## src/design/cpc_pkg.sv

```systemverilog
`timescale 1ns / 1ps
`default_nettype none
// ----------------------------------------------------------------------------
// cpc_pkg: shared types and constants of the channel power combiner
// Item formats, queue entry, log unit handshake and fixed arithmetic widths.
// ----------------------------------------------------------------------------
package cpc_pkg;

    localparam int SAMPLE_BITS = 24;
    localparam int ACC_BITS    = 29;
    localparam int POWER_BITS  = 56;
    localparam int DB_BITS     = 16;

    // square of a signed sample or channel sum; the most negative value squared
    // needs one bit less than the full product
    localparam int SQ_BITS  = 2 * SAMPLE_BITS - 1;
    localparam int CSQ_BITS = 2 * ACC_BITS - 1;

    // log2 in Q6.16, mantissa in Q1.31
    localparam int EXP_BITS   = 6;
    localparam int FRAC_BITS  = 16;
    localparam int CNT_BITS   = $clog2(FRAC_BITS);
    localparam int LOG_BITS   = EXP_BITS + FRAC_BITS;
    localparam int MANT_BITS  = 32;
    localparam int BYTE_BITS  = 8;
    localparam int NUM_BYTES  = POWER_BITS / BYTE_BITS;
    localparam int BCNT_BITS  = $clog2(NUM_BYTES + 1);
    localparam int BPOS_BITS  = $clog2(BYTE_BITS);

    // 2560*log10(2) in Q.16, rounded
    localparam int SCALE_BITS = 26;
    localparam logic [SCALE_BITS-1:0] DB_SCALE = 26'd50504453;
    localparam int PROD_BITS  = LOG_BITS + SCALE_BITS;
    localparam int RND_SHIFT  = 32;

    localparam logic signed [ACC_BITS-1:0] ACC_HI = {1'b0, {(ACC_BITS-1){1'b1}}};
    localparam logic signed [ACC_BITS-1:0] ACC_LO = {1'b1, {(ACC_BITS-1){1'b0}}};

    // queue between front and back
    localparam int Q_DEPTH = 4;
    localparam int Q_AW    = $clog2(Q_DEPTH);
    localparam int Q_CW    = $clog2(Q_DEPTH + 1);

    // configuration port
    localparam int CFG_IDX_BITS  = 1;
    localparam int CFG_DATA_BITS = 1;
    localparam logic [CFG_IDX_BITS-1:0] CFG_COMBINE_MODE = 1'b0;
    localparam logic [CFG_IDX_BITS-1:0] CFG_DB_ENABLE    = 1'b1;

    localparam logic MODE_COHERENT   = 1'b0;
    localparam logic MODE_INCOHERENT = 1'b1;

    typedef struct packed {
        logic signed [SAMPLE_BITS-1:0] real_part;
        logic signed [SAMPLE_BITS-1:0] imag_part;
        logic                          last_channel;
    } t_in_item;

    typedef struct packed {
        logic [POWER_BITS-1:0] power;
        logic [DB_BITS-1:0]    power_db;
        logic                  zero_power;
        logic                  saturated;
    } t_out_item;

    typedef struct packed {
        logic                       mode;
        logic                       clip;
        logic signed [ACC_BITS-1:0] re_acc;
        logic signed [ACC_BITS-1:0] im_acc;
        logic [POWER_BITS-1:0]      pwr_sum;
    } t_q_entry;

    typedef struct packed {
        logic [POWER_BITS-1:0] power;
        logic                  sat;
    } t_log_req;

    typedef struct packed {
        logic idle;
        logic done;
    } t_log_stat;

    typedef enum logic [2:0] {
        LOG_IDLE,
        LOG_NORM,
        LOG_LEAD,
        LOG_ITER,
        LOG_SCALE,
        LOG_DONE
    } t_log_state;

endpackage
`default_nettype wire

```

## src/design/cpc_fifo.sv

```systemverilog
`timescale 1ns / 1ps
`default_nettype none
// ----------------------------------------------------------------------------
// cpc_fifo: queue of finished channel sums
// Small first-in first-out buffer that lets the front and back stall apart.
// ----------------------------------------------------------------------------
module cpc_fifo (
    input  wire logic              i_clk,
    input  wire logic              i_rst_n,
    input  wire logic              i_push,
    input  wire cpc_pkg::t_q_entry i_entry,
    output logic                   o_full,
    input  wire logic              i_pop,
    output logic                   o_empty,
    output cpc_pkg::t_q_entry      o_head
);

    cpc_pkg::t_q_entry             r_mem [cpc_pkg::Q_DEPTH];
    logic [cpc_pkg::Q_AW-1:0]      r_wr_ptr;
    logic [cpc_pkg::Q_AW-1:0]      r_rd_ptr;
    logic [cpc_pkg::Q_CW-1:0]      r_count;

    assign o_full  = r_count == cpc_pkg::Q_CW'(cpc_pkg::Q_DEPTH);
    assign o_empty = r_count == '0;
    assign o_head  = r_mem[r_rd_ptr];

    always_ff @(posedge i_clk) begin
        if (i_push) begin
            r_mem[r_wr_ptr] <= i_entry;
        end
    end

    always_ff @(posedge i_clk) begin
        if (!i_rst_n) begin
            r_wr_ptr <= '0;
            r_rd_ptr <= '0;
            r_count  <= '0;
        end else begin
            if (i_push) begin
                r_wr_ptr <= r_wr_ptr + cpc_pkg::Q_AW'(1);
            end
            if (i_pop) begin
                r_rd_ptr <= r_rd_ptr + cpc_pkg::Q_AW'(1);
            end
            if (i_push && !i_pop) begin
                r_count <= r_count + cpc_pkg::Q_CW'(1);
            end else if (i_pop && !i_push) begin
                r_count <= r_count - cpc_pkg::Q_CW'(1);
            end
        end
    end

    a_no_overflow: assert property (@(posedge i_clk) disable iff (!i_rst_n)
        i_push |-> !o_full)
        else $error("cpc_fifo: push into full queue");

    a_no_underflow: assert property (@(posedge i_clk) disable iff (!i_rst_n)
        i_pop |-> !o_empty)
        else $error("cpc_fifo: pop from empty queue");

endmodule
`default_nettype wire

```

## config.mk

```make
export PLATFORM = sky130hd
export DESIGN_NAME = cpc_fifo
export DESIGN_NICKNAME = d
export VERILOG_FILES = /design/src/design/cpc_pkg.sv /design/src/design/cpc_fifo.sv
export SDC_FILE = /design/constraint.sdc
export NUM_CORES = 1
export LEC_CHECK = 0
export ABC_AREA = 1
export CORE_ASPECT_RATIO = 2
export CORE_UTILIZATION = 30
export CTS_CLUSTER_DIAMETER = 50
export CTS_CLUSTER_SIZE = 24
export DETAILED_ROUTE_END_ITERATION = 10
export DONT_BUFFER_PORTS = 1
export PLACE_DENSITY = 0.56
export SETUP_SLACK_MARGIN = 0.4
export SLEW_MARGIN = 30
export SYNTH_ARGS = -nofsm -noshare
export SYNTH_HDL_FRONTEND = slang
export SYNTH_SLANG_ARGS = --single-unit
```

## constraint.sdc

```tcl
create_clock -name i_clk -period 4.3 [get_ports i_clk]
set_input_delay 0.86 -clock i_clk [delete_from_list [all_inputs] [get_ports i_clk]]
set_output_delay 0.86 -clock i_clk [all_outputs]
set_load 0.005 [all_outputs]
```

==> results.sh <==
export IMPL_status="finished clean"
export IMPL_cts_resized=0
export IMPL_ant_nets=0
export IMPL_power_density_mw_per_mm2=450
export IMPL_layout_drive_gt1_share=0.0550
export IMPL_rsz0062_at_grt="false"
export IMPL_tightest_slew_ps=890
export IMPL_fin_nets=1276
export IMPL_cp_max_fo=142
export IMPL_htree_levels=1
export IMPL_fp_dieW_um=174
export IMPL_synth_nets=1306
export IMPL_worst_path_largest_cell_delay_ps=600
export IMPL_hold_path_class="input pin to flip-flop"
export IMPL_cts_tree="done"
export IMPL_hold_buffers=0
export IMPL_cap_viol_max_count=0
export IMPL_fin_skew_ps=19.1
export IMPL_syn_to_final_growth_pct=8.69
export IMPL_critPathKind="flip-flop to output pin"
export IMPL_coreArea_mm2=0.0582
export IMPL_grt_pass1_wl_mm=57.8
export IMPL_grt_usage=0.128
export IMPL_fmax_mhz=290
export IMPL_period_needed_ps=3450
export IMPL_final_cell_mix="edfxtp_1 (464), nor2_1 (237), o21ai_0 (167)"
export IMPL_dp_cells=1883
export IMPL_cts_root_buffer="clkbuf_16"
export IMPL_min_delay_start="i_entry[20]"
export IMPL_clk_latency_ps=600
export IMPL_clkSinkCount=473
export IMPL_stdcell_count=1926
export IMPL_synth_seq_area_share=0.799
export IMPL_initial_core_util=0.304
export IMPL_syn_avg_cell_area_um2=15.0
export IMPL_drc_errors=0
export IMPL_slew_headroom=0.406
export IMPL_ys_warn_count=0
export IMPL_design_area_mm2=0.0192
export IMPL_vias_per_cell=4.88
export IMPL_ioPinCount=238
export IMPL_cp_arrival_ps=2590
export IMPL_finalCritPeriodShare=0.802
export IMPL_dr_pass1_iters=4
export IMPL_path_clk_slew_ps=90
export IMPL_finalHoldViolations=0
export IMPL_port_buffers=0
export IMPL_synth_ff_latch_count=473
export IMPL_post_cts_setup_buffers=0
export IMPL_slew_viol_final=0
export IMPL_num_vias=9394
export IMPL_place_detailed_hpwl_mm=23.2
export IMPL_crit_buf_inv=2
export IMPL_synth_cells=1180
export IMPL_cts_buffers=27
export IMPL_fin_hold_ws_ps=351
export IMPL_placed_area_mm2=0.0184
export IMPL_tns_ps=0
export IMPL_crit_required_ps=3440
export IMPL_n_antenna_cell=0
export IMPL_grt_pass1_vias=9405
export IMPL_grt_start_max_net_pins=143
export IMPL_drt_iter0_drc=521
export IMPL_leakagePower_uw=0.00594
export IMPL_worstSetupStartpointType="flip-flop"
export IMPL_finalSetupViolCount=0
export IMPL_path_cells="inv_8, buf_4, o21ai_0, o22ai_1"
export IMPL_gp_congestion=0.733
export IMPL_wl_per_cell_um=20.5
export IMPL_cp_slowest_cell="inv_8"
export IMPL_ir_worst_vdd_v=0.000393
export IMPL_synth_distinct_cells=22
export IMPL_crit_path_end_kind="output pin"
export IMPL_rows=125
export IMPL_grt_overflow_total=0
export IMPL_die_h_um=345
export IMPL_drt_total_wl_mm=39.5
export IMPL_cp_top_family="buffers and inverters"
export IMPL_antenna_found_initial=0
export IMPL_final_common_cell="edfxtp_1"
export IMPL_syn_area_mm2=0.0177
export IMPL_dieArea_mm2=0.0599
export IMPL_reg2reg_from="r_wr_ptr[1]$_SDFFE_PN0P_"
export IMPL_clockBufferDepth=3
export IMPL_utilization=0.330
## per-layer routing
metal	up-vias	global-route usage	part of all wire	wire length [µm]
met5	-	0	0	0
met4	0	0.0600	0.039	1540
met3	53	0.0411	0.080	3140
met2	277	0.248	0.55	21500
met1	4685	0.120	0.34	13300
li1	4379	-	-	-
## stage by stage
stage	setup slack [ps]	power [µW]
finish	851	8650
CTS	775	8760
global placement	1490	6060
floorplan	700	5880
detailed placement	1430	6080
global route	705	8950
## worst paths after layout
| check | to | slack (ps) | depth (start not counted) |
|---|---|---|---|
| worst max-delay path | o_head[106] | 850 | 4 |
| worst min-delay path | r_mem[0][20]$_DFFE_PP_ | 350 | 0 |
| worst max register to register | r_mem[1][91]$_DFFE_PP_ | 2310 | 5 |
| worst min register to register | flip-flop | 440 | 1 |
## power breakdown
group	internal [µW]	total, µW	switching (µW)
sequential	5260	5320	57.4
clock	1240	2700	1450
combinational	157	625	469
total	6670	8650	1980
## kinds of logic (layout without fill, tap and decap cells)
kind of cell	count (synthesis)	count (layout)	share of synthesized area
fa+ha+maj	6	6	0.00468
compound gates	358	358	0.110
buf+inv	93	77	0.0331
flops	473	473	0.799
simple gates	250	250	0.0535
## Yosys cell counts (all sizes together)
library cell / count / area (µm²)
nand2: 9 / 33.8
fa: 1 / 20.0
edfxtp: 464 / 13900
o22ai: 116 / 726
clkbuf: 41 / 156
inv: 17 / 73.8
nor2: 237 / 890
nand4: 1 / 6.26
dfxtp: 9 / 180
nand3: 1 / 5.00
a21oi: 4 / 20.0
o21ai: 238 / 1190
buf: 35 / 354
ha: 5 / 62.6
nor3: 2 / 10.0
## state kept, by name (all words and copies together), names as in the netlist, named ones only
signal    cells
r_mem       464
r_wr_ptr      2
r_rd_ptr      2
r_count       3
## area by class of cell
type,count,area (µm²)
flip-flops and latches,473,14100
fillers,5589,39000
clock buffers,29,683
clock inverters,14,154
repair buffers,17,228
multi-input cells,614,2960
well taps,762,953
inverters,17,93.8
## worst reg2reg max path: stages, from the launching register on
cell     delay [ps]
dfxtp_1         340
inv_1           110
ha_1            150
nand2_1         100
inv_6           530
buf_4           440
Note: power is estimated with default switching activity, not from simulation.
