File: config.mk
export PLATFORM = sky130hd
export DESIGN_NAME = cpc_front
export DESIGN_NICKNAME = d
export VERILOG_FILES = /design/src/design/cpc_pkg.sv /design/src/design/cpc_front.sv
export SDC_FILE = /design/constraint.sdc
export NUM_CORES = 2
export LEC_CHECK = 0
export ABC_AREA = 1
export BUFFER_PORTS_ARGS = -buffer_cell sky130_fd_sc_hd__buf_2
export CORE_ASPECT_RATIO = 0.5
export CORE_UTILIZATION = 45
export CTS_BUF_LIST = sky130_fd_sc_hd__clkbuf_16
export DETAILED_ROUTE_END_ITERATION = 16
export PLACE_DENSITY = 0.58
export SYNTH_ARGS = -nofsm -noshare
export SYNTH_HDL_FRONTEND = slang
export SYNTH_SLANG_ARGS = --single-unit
File: constraint.sdc
create_clock -name i_clk -period 8.4 [get_ports i_clk]
set_clock_uncertainty 0.05 [all_clocks]
set_input_delay 0 -clock i_clk [delete_from_list [all_inputs] [get_ports i_clk]]
set_output_delay 0 -clock i_clk [all_outputs]
set_load 0.02 [all_outputs]
File: src/design/cpc_pkg.sv
`timescale 1ns / 1ps
`default_nettype none
// ----------------------------------------------------------------------------
// cpc_pkg: shared types and constants of the channel power combiner
// Item formats, queue entry, log unit handshake and fixed arithmetic widths.
// ----------------------------------------------------------------------------
package cpc_pkg;

    localparam int SAMPLE_BITS = 24;
    localparam int ACC_BITS    = 29;
    localparam int POWER_BITS  = 56;
    localparam int DB_BITS     = 16;

    // square of a signed sample or channel sum; the most negative value squared
    // needs one bit less than the full product
    localparam int SQ_BITS  = 2 * SAMPLE_BITS - 1;
    localparam int CSQ_BITS = 2 * ACC_BITS - 1;

    // log2 in Q6.16, mantissa in Q1.31
    localparam int EXP_BITS   = 6;
    localparam int FRAC_BITS  = 16;
    localparam int CNT_BITS   = $clog2(FRAC_BITS);
    localparam int LOG_BITS   = EXP_BITS + FRAC_BITS;
    localparam int MANT_BITS  = 32;
    localparam int BYTE_BITS  = 8;
    localparam int NUM_BYTES  = POWER_BITS / BYTE_BITS;
    localparam int BCNT_BITS  = $clog2(NUM_BYTES + 1);
    localparam int BPOS_BITS  = $clog2(BYTE_BITS);

    // 2560*log10(2) in Q.16, rounded
    localparam int SCALE_BITS = 26;
    localparam logic [SCALE_BITS-1:0] DB_SCALE = 26'd50504453;
    localparam int PROD_BITS  = LOG_BITS + SCALE_BITS;
    localparam int RND_SHIFT  = 32;

    localparam logic signed [ACC_BITS-1:0] ACC_HI = {1'b0, {(ACC_BITS-1){1'b1}}};
    localparam logic signed [ACC_BITS-1:0] ACC_LO = {1'b1, {(ACC_BITS-1){1'b0}}};

    // queue between front and back
    localparam int Q_DEPTH = 4;
    localparam int Q_AW    = $clog2(Q_DEPTH);
    localparam int Q_CW    = $clog2(Q_DEPTH + 1);

    // configuration port
    localparam int CFG_IDX_BITS  = 1;
    localparam int CFG_DATA_BITS = 1;
    localparam logic [CFG_IDX_BITS-1:0] CFG_COMBINE_MODE = 1'b0;
    localparam logic [CFG_IDX_BITS-1:0] CFG_DB_ENABLE    = 1'b1;

    localparam logic MODE_COHERENT   = 1'b0;
    localparam logic MODE_INCOHERENT = 1'b1;

    typedef struct packed {
        logic signed [SAMPLE_BITS-1:0] real_part;
        logic signed [SAMPLE_BITS-1:0] imag_part;
        logic                          last_channel;
    } t_in_item;

    typedef struct packed {
        logic [POWER_BITS-1:0] power;
        logic [DB_BITS-1:0]    power_db;
        logic                  zero_power;
        logic                  saturated;
    } t_out_item;

    typedef struct packed {
        logic                       mode;
        logic                       clip;
        logic signed [ACC_BITS-1:0] re_acc;
        logic signed [ACC_BITS-1:0] im_acc;
        logic [POWER_BITS-1:0]      pwr_sum;
    } t_q_entry;

    typedef struct packed {
        logic [POWER_BITS-1:0] power;
        logic                  sat;
    } t_log_req;

    typedef struct packed {
        logic idle;
        logic done;
    } t_log_stat;

    typedef enum logic [2:0] {
        LOG_IDLE,
        LOG_NORM,
        LOG_LEAD,
        LOG_ITER,
        LOG_SCALE,
        LOG_DONE
    } t_log_state;

endpackage
`default_nettype wire

File: src/design/cpc_front.sv
`timescale 1ns / 1ps
`default_nettype none
// ----------------------------------------------------------------------------
// cpc_front: sample intake and channel accumulation
// Squares each sample, keeps the saturating channel sums and the power sum,
// and pushes the finished sums of a range sample into the queue.
// ----------------------------------------------------------------------------
module cpc_front (
    input  wire logic               i_clk,
    input  wire logic               i_rst_n,
    input  wire logic               i_in_valid,
    output logic                    o_in_stall,
    input  wire cpc_pkg::t_in_item  i_in_item,
    input  wire logic               i_mode,
    input  wire logic               i_q_full,
    output logic                    o_push,
    output cpc_pkg::t_q_entry       o_entry
);

    localparam int PW = 2 * cpc_pkg::SAMPLE_BITS;

    // stage A: registered sample and its squares
    logic                                  r_a_valid;
    logic                                  r_a_last;
    logic signed [cpc_pkg::SAMPLE_BITS-1:0] r_a_re;
    logic signed [cpc_pkg::SAMPLE_BITS-1:0] r_a_im;
    logic [cpc_pkg::SQ_BITS-1:0]           r_a_sq_re;
    logic [cpc_pkg::SQ_BITS-1:0]           r_a_sq_im;

    // accumulators
    logic signed [cpc_pkg::ACC_BITS-1:0]   r_acc_re;
    logic signed [cpc_pkg::ACC_BITS-1:0]   r_acc_im;
    logic [cpc_pkg::POWER_BITS-1:0]        r_acc_pwr;
    logic                                  r_clip;

    logic signed [PW-1:0]                  w_re_ext;
    logic signed [PW-1:0]                  w_im_ext;
    logic signed [PW-1:0]                  w_prod_re;
    logic signed [PW-1:0]                  w_prod_im;
    logic                                  w_take;
    logic                                  w_adv;

    logic signed [cpc_pkg::ACC_BITS:0]     w_re_sum;
    logic signed [cpc_pkg::ACC_BITS:0]     w_im_sum;
    logic [cpc_pkg::POWER_BITS:0]          w_pwr_sum;
    logic                                  w_clip_re;
    logic                                  w_clip_im;
    logic                                  w_clip_p;
    logic signed [cpc_pkg::ACC_BITS-1:0]   n_acc_re;
    logic signed [cpc_pkg::ACC_BITS-1:0]   n_acc_im;
    logic [cpc_pkg::POWER_BITS-1:0]        n_acc_pwr;
    logic                                  n_clip;

    assign w_re_ext  = PW'(i_in_item.real_part);
    assign w_im_ext  = PW'(i_in_item.imag_part);
    assign w_prod_re = w_re_ext * w_re_ext;
    assign w_prod_im = w_im_ext * w_im_ext;

    // a last-channel item waits for queue space, others never wait
    assign w_adv      = r_a_valid && (!r_a_last || !i_q_full);
    assign o_in_stall = r_a_valid && !w_adv;
    assign w_take     = i_in_valid && !o_in_stall;

    always_ff @(posedge i_clk) begin
        if (!i_rst_n) begin
            r_a_valid <= 1'b0;
        end else if (w_take) begin
            r_a_valid <= 1'b1;
        end else if (w_adv) begin
            r_a_valid <= 1'b0;
        end
    end

    always_ff @(posedge i_clk) begin
        if (w_take) begin
            r_a_last  <= i_in_item.last_channel;
            r_a_re    <= i_in_item.real_part;
            r_a_im    <= i_in_item.imag_part;
            r_a_sq_re <= w_prod_re[cpc_pkg::SQ_BITS-1:0];
            r_a_sq_im <= w_prod_im[cpc_pkg::SQ_BITS-1:0];
        end
    end

    assign w_re_sum  = (cpc_pkg::ACC_BITS+1)'(r_acc_re) + (cpc_pkg::ACC_BITS+1)'(r_a_re);
    assign w_im_sum  = (cpc_pkg::ACC_BITS+1)'(r_acc_im) + (cpc_pkg::ACC_BITS+1)'(r_a_im);
    assign w_pwr_sum = (cpc_pkg::POWER_BITS+1)'(r_acc_pwr)
                     + (cpc_pkg::POWER_BITS+1)'(r_a_sq_re)
                     + (cpc_pkg::POWER_BITS+1)'(r_a_sq_im);

    assign w_clip_re = w_re_sum[cpc_pkg::ACC_BITS] != w_re_sum[cpc_pkg::ACC_BITS-1];
    assign w_clip_im = w_im_sum[cpc_pkg::ACC_BITS] != w_im_sum[cpc_pkg::ACC_BITS-1];
    assign w_clip_p  = w_pwr_sum[cpc_pkg::POWER_BITS];

    always_comb begin
        if (w_clip_re) begin
            n_acc_re = w_re_sum[cpc_pkg::ACC_BITS] ? cpc_pkg::ACC_LO : cpc_pkg::ACC_HI;
        end else begin
            n_acc_re = w_re_sum[cpc_pkg::ACC_BITS-1:0];
        end
        if (w_clip_im) begin
            n_acc_im = w_im_sum[cpc_pkg::ACC_BITS] ? cpc_pkg::ACC_LO : cpc_pkg::ACC_HI;
        end else begin
            n_acc_im = w_im_sum[cpc_pkg::ACC_BITS-1:0];
        end
        n_acc_pwr = w_clip_p ? '1 : w_pwr_sum[cpc_pkg::POWER_BITS-1:0];
        // only the sums that feed the current mode mark the range sample
        n_clip = r_clip | ((i_mode == cpc_pkg::MODE_INCOHERENT) ? w_clip_p
                                                               : (w_clip_re | w_clip_im));
    end

    always_ff @(posedge i_clk) begin
        if (!i_rst_n) begin
            r_acc_re  <= '0;
            r_acc_im  <= '0;
            r_acc_pwr <= '0;
            r_clip    <= 1'b0;
        end else if (w_adv) begin
            if (r_a_last) begin
                r_acc_re  <= '0;
                r_acc_im  <= '0;
                r_acc_pwr <= '0;
                r_clip    <= 1'b0;
            end else begin
                r_acc_re  <= n_acc_re;
                r_acc_im  <= n_acc_im;
                r_acc_pwr <= n_acc_pwr;
                r_clip    <= n_clip;
            end
        end
    end

    assign o_push          = w_adv && r_a_last;
    assign o_entry.mode    = i_mode;
    assign o_entry.clip    = n_clip;
    assign o_entry.re_acc  = n_acc_re;
    assign o_entry.im_acc  = n_acc_im;
    assign o_entry.pwr_sum = n_acc_pwr;

endmodule
`default_nettype wire

==> metrics.yaml <==
setup_path:
  critPathSlowestCell: "fa_1"
  crit_chain: "dlygate4sd3_1 > buf_2 > buf_4 > nand2_1 > inv_1 > fa_1 > fa_1 > inv_1 > fa_1 > inv_1 > fa_1 > fa_1 > fa_1 > inv_1 > fa_1 > inv_1 > ha_1 > nand2_1 > nor2_1 > nand2_1 > nor4_1 > nand3b_1 > nand4_1 > nand2_1"
  critPathArrivalTime_ps: 7600
  cp-start-kind: "input port"
  cp_max_fo: 21
  r2r_slack_ps: 3670
  critical_path_class: "in -> reg"
  cp_data_required_time_ps: 8720
  cp-end-kind: "flip-flop"
  r2r_end: "r_clip"
  cp_slowest_stage_delay_ps: 850
  ff2ff_path_depth: 14
  reg2reg_from: "r_a_sq_im[34]"
  cp_common_cell: "fa_1"
timing:
  max_freq_ghz: 0.137
  slew_headroom_pct: 30.1
  report.final.slew_viol_count: 0
  fin_crit_ps: 7290
  finalSetupTns_ps: 0
  worst_pin_slew_ps: 1040
  hold_viol: 0
  setup-violations-final: 0
  timing.final.crit_share_pct: 86.7
  rsz0062_at_grt: "false"
final_layout:
  area_delta_synth_final_pct: 7.05
  nets: 8591
  final_layout_size_suffix_gt1_share_pct: 5.17
grt:
  grt_usage_pct: 26.5
  antenna_found_initial: 5
  grt_pass1_wl_mm: 257
  grt_max_degree: 78
  overflow: 0
  grt_pass1_vias: 44800
clock_tree:
  clockRootBuffer: "clkbuf_16"
  clock_path_buffers: 3
  cts_htree_levels: 1
  cts_buffers: 31
  cts_sinks: 255
  clkTransAtPathRegs_ps: 60
  cts_resized: 0
  cts_tree: "done"
  clkLatencyLatePin_ps: 640
min_path:
  hp-class: "in -> reg"
  hold_start: "i_in_item[3]"
  hold_path_end: "r_a_im[2]"
  hold_depth: 2
route:
  viasPerCell: 4.99
  drt-total-wl_mm: 163
  route.detailed.drc: 0
  wire_per_inst_um: 18.7
  dr.pass1.iters: 6
  vias: 43400
  antenna_left: 0
  drt_iter0_drc: 3402
logic_synthesis:
  synth_edf_count: 139
  synth_cells: 6892
  async_flop_share_pct: 0
  synthFlopType: "edfxtp_1"
  postSynthAreaPerCell_um2: 8.17
  ys_seq_elements: 255
  yosysWarningCount: 0
  yosysSeqAreaShare_pct: 11.5
  synthesis.area_um2: 56300
  yosys.cell_types.count: 53
run_status:
  status: "finished clean"
die:
  die-area_um2: 127000
  ios: 172
  die_x_um: 502
  die_y_um: 252
  rows: 91
  coreArea_um2: 124000
  initial_core_util_pct: 45.5
placed_design:
  io_buffers: 171
  post-dp-hpwl_mm: 140
  gp_congestion: 1.00
flow_run:
  drv_cap: 0
[cell families (layout without fill, tap and decap cells)]
family | Yosys count | after routing | synth area share, %
compound gates | 602 | 602 | 6.01
simple gates | 2289 | 2289 | 16.7
flops | 255 | 255 | 11.5
buf+inv | 2031 | 2172 | 13.7
other cells | 1 | 3 | 0.00666
fa+ha+maj | 1528 | 1528 | 49.2
xor+xnor | 186 | 186 | 2.89
[registers in the layout (all words and copies together) (netlist names), 24 cells and up]
name / flops
r_acc_pwr: 56
r_a_sq_im: 45
r_a_sq_re: 45
r_acc_im: 29
r_acc_re: 29
r_a_im: 24
r_a_re: 24
[final cells by class]
class,count,area [um2]
Multi-Input combinational cell,4607,42100
Tap cell,1674,2090
Clock buffer,31,776
Antenna cell,1,2.50
Sequential cell,255,6500
Clock inverter,27,218
Fill cell,12400,63400
Timing Repair Buffer,254,1600
Inverter,1860,6990
[cells in the mapped netlist (6+ instances only)]
cell type,number,share of area [%]
a21o_1,25,0.33
nand2_4,11,0.22
nor4_1,15,0.17
o21a_1,6,0.080
o21bai_1,35,0.47
a21oi_1,330,2.9
nand3_1,178,1.6
inv_1,1855,12
buf_2,13,0.12
nor2_1,329,2.2
xor2_1,100,1.6
nor3_1,38,0.34
a21oi_2,13,0.20
edfxtp_1,139,7.4
xnor2_1,86,1.3
a31oi_1,18,0.20
buf_4,6,0.080
o21ai_2,10,0.16
or2_2,14,0.16
nand2_2,38,0.42
nor2_2,6,0.067
ha_1,385,8.6
dfxtp_1,116,4.1
nand4_1,51,0.57
nand2_1,1582,11
fa_1,1143,41
clkbuf_1,140,0.93
o21ai_0,130,1.2
buf_1,6,0.040
[worst max-delay path: cells and delay by family]
kind                       cells  cell delay (ps)
adders and majority gates      8             4240
and+or+nand+nor                8             1320
buffers and inverters          8             2020
[how the worst max path moves through the flow]
| stage | slack (ps) | endpoint | cells after the start | startpoint |
|---|---|---|---|---|
| floorplan | 1870 | r_a_sq_im[46] | 22 | i_in_item[24] |
| global placement | 1140 | r_a_sq_re[39] | 19 | i_in_item[48] |
| detailed placement | 1160 | r_a_sq_re[39] | 21 | i_in_item[48] |
| CTS | 1160 | r_a_sq_re[39] | 22 | i_in_item[48] |
| global route | 720 | r_a_sq_im[46] | 22 | i_in_item[2] |
| finish | 1110 | r_a_sq_re[40] | 24 | i_in_item[48] |
[through the flow]
stage	cell area [um2]	utilization, %	setup slack (ps)	std cells	hold WS [ps]
finish	60300	48.8	1110	8709	34.4
global route	60300	48.8	723	8708	26.7
CTS	60300	48.8	1160	8708	8.24
detailed placement	58800	47.6	1160	8601	133
global placement	58800	47.6	1140	8601	128
floorplan	56300	-	1870	6893	48.9
[what timing repair did]
action / 4_1_cts / 5_1_grt
hold buffers: 49 / 0
endpoints found under the hold margin: 87 / 0
endpoints found under the setup margin: 0 / 0
setup buffers: 0 / 0
[routing by layer]
metal  GRT usage [%]  vias to the layer above  share of wire [%]
li1                -                    20600                  -
met1            39.9                    21500                 48
met2            39.0                     1212                 42
met3            6.34                      143                8.7
met4            4.20                        4                1.6
met5               0                        -              0.017
[layout by cell type, fill, tap and decap left out, types with 14 or more instances in the layout]
| cell type | synthesis | layout |
|---|---|---|
| a21o_1 | 25 | 25 |
| nand2_2 | 38 | 38 |
| xnor2_1 | 86 | 86 |
| dlygate4sd3_1 | 0 | 49 |
| ha_1 | 385 | 385 |
| nor4_1 | 15 | 15 |
| nand3_1 | 178 | 178 |
| nor2_1 | 329 | 328 |
| xor2_1 | 100 | 100 |
| nand2_1 | 1582 | 1582 |
| buf_2 | 13 | 171 |
| nor3_1 | 38 | 38 |
| a21oi_1 | 330 | 330 |
| buf_4 | 6 | 34 |
| edfxtp_1 | 139 | 139 |
| o21bai_1 | 35 | 35 |
| a31oi_1 | 18 | 18 |
| dfxtp_1 | 116 | 116 |
| fa_1 | 1143 | 1143 |
| o21ai_0 | 130 | 130 |
| or2_2 | 14 | 14 |
| inv_1 | 1855 | 1858 |
| clkbuf_16 | 0 | 31 |
| nand4_1 | 51 | 51 |
Power is not shown: default switching activity piles up to over one toggle a cycle in this logic, so the estimate is an artifact.
